$ cat config.mk
export PLATFORM = sky130hd
export DESIGN_NAME = fdss_ctrl
export DESIGN_NICKNAME = d
export VERILOG_FILES = /design/src/design/fdss_pkg.sv /design/src/design/fdss_ctrl.sv
export VERILOG_INCLUDE_DIRS = /design/src /design/src/design
export SDC_FILE = /design/constraint.sdc
export NUM_CORES = 1
export LEC_CHECK = 0
export ABC_AREA = 1
export CAP_MARGIN = 20
export CORE_AREA = 2 2 39 41
export CTS_CLUSTER_SIZE = 20
export DETAILED_ROUTE_END_ITERATION = 6
export DIE_AREA = 0 0 41 43
export DONT_BUFFER_PORTS = 1
export PLACE_DENSITY = 0.37
export SLEW_MARGIN = 5
export SYNTH_ARGS = -nofsm -noshare
export SYNTH_HDL_FRONTEND = slang
export SYNTH_SLANG_ARGS = --single-unit
export TNS_END_PERCENT = 100
$ cat constraint.sdc
create_clock -name clk_i -period 0.9 [get_ports clk_i]
set_input_delay 0.09 -clock clk_i [delete_from_list [all_inputs] [get_ports clk_i]]
set_output_delay 0.09 -clock clk_i [all_outputs]
set_load 0.02 [all_outputs]
$ cat src/design/follow_depth_setpoint_step_unit_macros.svh
// ----------------------------------------------------------------------------
// follow_depth_setpoint_step_unit_macros: assertion helpers
// Clocked on clk_i and disabled while rst_ni is low.
// ----------------------------------------------------------------------------
`ifndef FOLLOW_DEPTH_SETPOINT_STEP_UNIT_MACROS_SVH
`define FOLLOW_DEPTH_SETPOINT_STEP_UNIT_MACROS_SVH

// same-cycle implication
`define FDSS_ASSERT_SAME(lbl, ante, cons, msg) \
  lbl: assert property (@(posedge clk_i) disable iff (!rst_ni) (ante) |-> (cons)) \
    else $error(msg);

// next-cycle implication
`define FDSS_ASSERT_NEXT(lbl, ante, cons, msg) \
  lbl: assert property (@(posedge clk_i) disable iff (!rst_ni) (ante) |=> (cons)) \
    else $error(msg);

`endif

$ cat src/design/fdss_pkg.sv
// ----------------------------------------------------------------------------
// fdss_pkg: shared types and constants
// Field widths, register indexes, reset values and the controller command.
// ----------------------------------------------------------------------------
package fdss_pkg;

  localparam int DepthW   = 24;
  localparam int SpeedW   = 24;
  localparam int CapW     = 23;
  localparam int ScaleW   = 16;
  localparam int PosW     = 32;
  localparam int QuatW    = 16;
  localparam int QProdW   = 32;
  localparam int CoefW    = 34;
  localparam int StepW    = 25;
  localparam int SProdW   = 40;
  localparam int RProdW   = 59;
  localparam int OffW     = 31;
  localparam int SumW     = 34;
  localparam int CfgIdxW  = 3;
  localparam int CfgDataW = 24;

  localparam logic [DepthW-1:0] NearReset   = 24'd147456;
  localparam logic [DepthW-1:0] FarReset    = 24'd212992;
  localparam logic [DepthW-1:0] TargetReset = 24'd163840;
  localparam logic [CapW-1:0]   CapReset    = 23'd32768;
  localparam logic [ScaleW-1:0] ScaleReset  = 16'd3277;

  // 1.0 in Q.28, rounding offsets
  localparam logic signed [CoefW-1:0]  CoefOne   = 34'sd268435456;
  localparam logic [SProdW-1:0]        StepHalf  = 40'd32768;
  localparam logic signed [RProdW-1:0] RotHalf   = 59'sd134217728;
  localparam logic signed [SumW-1:0]   SatMax    = 34'sd2147483647;
  localparam logic signed [SumW-1:0]   SatMin    = -34'sd2147483648;

  typedef enum logic [CfgIdxW-1:0] {
    CFG_NEAR   = 3'd0,
    CFG_FAR    = 3'd1,
    CFG_TARGET = 3'd2,
    CFG_CAP    = 3'd3,
    CFG_SCALE  = 3'd4
  } cfg_idx_e;

  typedef enum logic [1:0] {
    AXIS_X = 2'd0,
    AXIS_Y = 2'd1,
    AXIS_Z = 2'd2
  } axis_e;

  typedef struct packed {
    logic  load;      // capture item
    logic  prod_en;   // step and quaternion products
    logic  coef_en;   // signed step, rotation column
    logic  mul_en;    // shared rotation multiplier
    axis_e mul_sel;
    logic  add_en;    // round, add, saturate
    axis_e add_sel;
    logic  out_load;  // move result to output register
  } cmd_t;

endpackage

$ cat src/design/fdss_ctrl.sv
// ----------------------------------------------------------------------------
// fdss_ctrl: sequencer
// Steps one item through the datapath and owns both handshakes.
// ----------------------------------------------------------------------------
module fdss_ctrl import fdss_pkg::*; (
  input  logic clk_i,
  input  logic rst_ni,
  input  logic in_valid_i,
  output logic in_ready_o,
  output logic out_valid_o,
  input  logic out_ready_i,
  output cmd_t cmd_o
);

  typedef enum logic [2:0] {
    ST_IDLE, ST_PROD, ST_COEF, ST_MUL0, ST_MUL1, ST_MUL2, ST_ADD2, ST_DONE
  } state_e;

  state_e state_q, state_d;
  logic   out_valid_q, out_valid_d;
  logic   out_free;

  assign out_free    = !out_valid_q || out_ready_i;
  assign in_ready_o  = (state_q == ST_IDLE);
  assign out_valid_o = out_valid_q;

  always_comb begin
    cmd_o   = '0;
    state_d = state_q;
    cmd_o.mul_sel = AXIS_X;
    cmd_o.add_sel = AXIS_X;
    unique case (state_q)
      ST_IDLE: begin
        if (in_valid_i) begin
          cmd_o.load = 1'b1;
          state_d    = ST_PROD;
        end
      end
      ST_PROD: begin
        cmd_o.prod_en = 1'b1;
        state_d       = ST_COEF;
      end
      ST_COEF: begin
        cmd_o.coef_en = 1'b1;
        state_d       = ST_MUL0;
      end
      ST_MUL0: begin
        cmd_o.mul_en  = 1'b1;
        cmd_o.mul_sel = AXIS_X;
        state_d       = ST_MUL1;
      end
      ST_MUL1: begin
        cmd_o.mul_en  = 1'b1;
        cmd_o.mul_sel = AXIS_Y;
        cmd_o.add_en  = 1'b1;
        cmd_o.add_sel = AXIS_X;
        state_d       = ST_MUL2;
      end
      ST_MUL2: begin
        cmd_o.mul_en  = 1'b1;
        cmd_o.mul_sel = AXIS_Z;
        cmd_o.add_en  = 1'b1;
        cmd_o.add_sel = AXIS_Y;
        state_d       = ST_ADD2;
      end
      ST_ADD2: begin
        cmd_o.add_en  = 1'b1;
        cmd_o.add_sel = AXIS_Z;
        state_d       = ST_DONE;
      end
      ST_DONE: begin
        if (out_free) begin
          cmd_o.out_load = 1'b1;
          state_d        = ST_IDLE;
        end
      end
      default: state_d = ST_IDLE;
    endcase
  end

  always_comb begin
    out_valid_d = out_valid_q;
    if (cmd_o.out_load) begin
      out_valid_d = 1'b1;
    end else if (out_ready_i) begin
      out_valid_d = 1'b0;
    end
  end

  always_ff @(posedge clk_i or negedge rst_ni) begin
    if (!rst_ni) begin
      state_q     <= ST_IDLE;
      out_valid_q <= 1'b0;
    end else begin
      state_q     <= state_d;
      out_valid_q <= out_valid_d;
    end
  end

`include "follow_depth_setpoint_step_unit_macros.svh"

  `FDSS_ASSERT_NEXT(a_load_starts, cmd_o.load, state_q == ST_PROD, "item capture lost")
  `FDSS_ASSERT_NEXT(a_done_waits, (state_q == ST_DONE) && !out_free, state_q == ST_DONE, "result dropped while output full")
  `FDSS_ASSERT_NEXT(a_out_loaded, cmd_o.out_load, out_valid_q, "loaded result not presented")
  `FDSS_ASSERT_SAME(a_no_overwrite, cmd_o.out_load, !out_valid_q || out_ready_i, "pending result overwritten")

endmodule

== Word-level counts from Yosys, hierarchy flattened ==
Cells that the tools add are included.
Widths: inputs -> output; s select.

* Bits in writable memories: 0
* Latch bits: 0
* Input port bits: 4
* Memory bits (read-only): 0
* Register bits after elaboration: 4
* Logic and storage cells: 29
* Memories kept: 0
* Output and inout port bits: 12

* Order comparisons: 0
* Shift-type cells: 0
* Equality and inequality tests: 9
* Bitwise gates (word level): 0
* Divide/modulo/power cells: 0
* Reductions and logical operators: 5
* Multiplexer cells: 13
* Multipliers: 0
* $add $sub $neg: 0

{| class="wikitable"
|+ Operators by type and width
! cell !! number
|-
| $pmux 3 s8 || 1
|-
| $pmux 3 s3 || 2
|-
| $eq 3x3->1 const B || 4
|-
| $mux 1 || 8
|-
| $eq 3x2->1 const B || 2
|-
| $mux 3 || 2
|-
| $ne 2x2->1 const B || 2
|-
| $eq 3x1->1 const B || 1
|-
| $logic_not 3->1 || 1
|-
| $reduce_and 2->1 || 1
|-
| $reduce_bool 2->1 || 1
|-
| $logic_not 1->1 || 1
|-
| $logic_or 1x1->1 || 1
|}

== Longest topological paths before layout ==
* Depth after elaboration: 5
* Gate-level depth with buffers: 5
* Depth with buffers taken out: 5

== Least setup slack after synthesis ==
No wires, ideal clock.

* Path kind: register to output
* From: reg state_q[2]
* To: out cmd_o[1] (netlist bit)
* Path slack: -0.163 ns
* Cell stages (with the launch flop): 4
* Arrival: 0.973 ns
* Buffers on the path: 0
* Data required time: 0.810 ns
* Path through: dfrtp_1 -> inv_2 -> or2_4 -> nor2_1

{| class="wikitable"
|+ RTL lines
! item !! line !! source
|-
| from (decl) || fdss_ctrl.sv:19 || <nowiki>state_e state_q, state_d;</nowiki>
|-
| from (signal assigned) || fdss_ctrl.sv:95 || <nowiki>state_q <= state_d;</nowiki>
|-
| to (decl) || fdss_ctrl.sv:12 || <nowiki>output cmd_t cmd_o</nowiki>
|}

==> summary.md <==
| Metric | Value |
|---|---|
| WS Path Type | flip-flop to output pin |
| PortBufs | 0 |
| Synth Flop Type | dfrtp_1 |
| Startpoint Class | flip-flop |
| Max H-tree Level | 1 |
| Cell Pwr Density | 4610 nW/um^2 |
| Initial core utilization | 0.172 |
| Placed Cells | 66 |
| Clock Path Buffers | 2 |
| Worst Tran Pin Value | 0.208 ns |
| Fill count | 151 |
| Avg WL per Cell | 10.8 um |
| Post-route DRC violation count | 0 |
| Fin crit period | 1.23 ns |
| R2R setup slack | -0.21 ns |
| Mapped Area | 238 sq um |
| Crit Path Max Fanout | 5 |
| Register area share after synthesis | 0.421 |
| Synth warnings | 0 |
| Worst-path clk slew | 0.04 ns |
| CTS Buf Count | 3 |
| DRT Pass-1 Iters | 2 |
| Layout cells sized above 1 | 0.772 |
| Multi-input logic area | 194 sq um |
| CTS root buf | clkbuf_4 |
| Clk sinks | 4 |
| Mapped Nets | 39 |
| Hpwl dp | 529 um |
| Final Max Slew Viols | 0 |
| Worst hold path cell count | 3 |
| RSZ-0062 raised after global routing | yes |
| Total GRT Usage | 0.102 |
| Max Clk Rate | 811 MHz |
| # nets final | 63 |
| Height of the chip | 43 um |
| Gp weighted congestion | 0.751 |
| Die width | 41 um |
| Core region area | 1380 sq um |
| Vias in the first global route | 298 |
| Worst vdd ir | 0.00186 V |
| Grt ovf | 0 |
| Origin of the critical flop-to-flop path | state_q[0] |
| Worst skew pair latency | 0.23 ns |
| Slowest library cell on the worst path | dfrtp_2 |
| Number of max-cap violations | 0 |
| Flops & latches, synth | 4 |
| Worst r2r path cells | 4 |
| FF+latch area | 105 sq um |
| Cells after synthesis | 35 |
| Area after DPL | 407 sq um |
| Initial DRC Count | 2 |
| Area added between synthesis and finish | 128% |
| Die area | 1760 sq um |
| Number of vias per cell | 4.11 |
| Reg2reg end | state_q[0] |
| Initial antenna violation count | 0 |
| Sink of the worst hold path | out_valid_o |
| CTS tree | done |
| Buffers & Inverters on Critical Path | 0 |
| HP Start | out_ready_i |
| FP Rows | 14 |
| DRT antenna net count | 0 |
| First-pass GRT wire length | 1150 um |
| Synthesized area per cell | 6.79 sq um |
| Fin cells | 73 |
| Max_slew headroom | 0.861 |
| Worst EP arrival | 1.14 ns |
| Post-synth EDFFs | 0 |
| Critical Path, Cell by Cell | or2_4, nor2_4 |
| Leak pwr | 0.275 nW |
| Failing checks | setup timing |
| Final setup viols | 13 |
| Async SR Flop Fraction | 1.00 |
| Critical path depth in cells | 2 |
| Final wirelength | 789 um |
| # diodes | 0 |
| Cell variety after synth | 13 |
| Final instance area | 543 sq um |
| Setup tns final | -3.43 ns |
| Critical Path RT | 0.81 ns |
| Worst path max stage delay | 0.44 ns |
| Clock Skews | 0.00154 ns |
| Vias | 300 |
| Final Hold Fails | 0 |
| Critical path capture point type | output pin |
| Hold slack | 0.0791 ns |
| Crit-path leading delay family | simple AND/OR/NAND/NOR gates |
| Hold crit path type | input pin to flip-flop |
| Outcome | complete, but fails checks |
| Largest net degree at the start of global routing | 6 |
| I/O pins | 16 |
| Fin crit share | 1.37 |
| Post-route setup slack | -0.333 ns |
[worst min-delay path, delay by kind of cell]
kind	cells	cell delay [ns]
buffers and inverters	1	0.03
AND/OR/NAND/NOR	2	0.16
[kinds of logic (layout without fill, tap and decap cells)]
group | count (synthesis) | count (layout) | synth area share
AND/OR/NAND/NOR | 19 | 19 | 0.337
flip-flops | 4 | 4 | 0.421
buffers and inverters | 8 | 30 | 0.142
AO/OA/AOI/OAI | 4 | 4 | 0.100
[final cells by class]
class | count | share of cell area
Clock buffer | 3 | 0.0415
Inverter | 7 | 0.0484
Multi-Input combinational cell | 23 | 0.357
Sequential cell | 4 | 0.194
Tap cell | 16 | 0.0369
Timing Repair Buffer | 20 | 0.323
[layout by cell type, fill, tap and decap left out, drive strengths merged]
cell and count:
clkbuf 3, nor2 10, o21ai 1, buf 19
a21o 1, o22ai 1, nor3 1, nand2 5
or2 1, inv 7, nand3 2, a21oi 1
dfrtp 4, dlygate4sd3 1
[Yosys cell counts, types with 2 or more instances]
cell	n	area share
dfrtp_1	4	0.42
nand2_1	5	0.079
nand3_1	2	0.042
nor2_1	10	0.16
inv_1	6	0.095
[power breakdown]
part / internal [W] / switching (W) / total (W)
logic: 0.000876 / 0.000986 / 0.00186
clock network: 0.000149 / 0.0000715 / 0.000220
registers: 0.000290 / 0.000129 / 0.000419
[sequential cells by signal (all words and copies together) (netlist names)]
signal / flops
state_q: 3
out_valid_o: 1
[per-layer routing]
metal	share of wire	vias to the layer above	global-route usage
met1	0.36	136	0.0974
met3	0.067	0	0.0471
met5	0	-	0
met4	0	0	0.0600
met2	0.57	11	0.166
li1	-	153	-
[how the worst max path moves through the flow]
stage          startpoint          to
3_3_place_gp   state_q[0]  in_ready_o
4_1_cts        state_q[0]    cmd_o[0]
2_1_floorplan  state_q[2]    cmd_o[1]
6_report       state_q[1]    cmd_o[1]
5_1_grt        state_q[1]    cmd_o[1]
3_5_place_dp   state_q[1]    cmd_o[1]
[what timing repair did]
action / in CTS / in global routing
endpoints found under the hold margin: 4 / 0
buffers inserted: 3 / 0
resized for setup: 12 / 11
endpoints found under the setup margin: 14 / 16
hold buffers: 1 / 0
pin swaps: 2 / 3
[through the flow]
| step | worst slack, ns | utilization | power, W |
|---|---|---|---|
| finish | -0.333 | 0.392 | 0.00250 |
| global route | -0.373 | 0.392 | 0.00267 |
| CTS | -0.326 | 0.363 | 0.00232 |
| detailed placement | -0.102 | 0.294 | 0.00179 |
| global placement | -0.117 | 0.294 | 0.00178 |
| floorplan | -0.127 | - | 0.00120 |
Power figures use the tool's default switching activity.
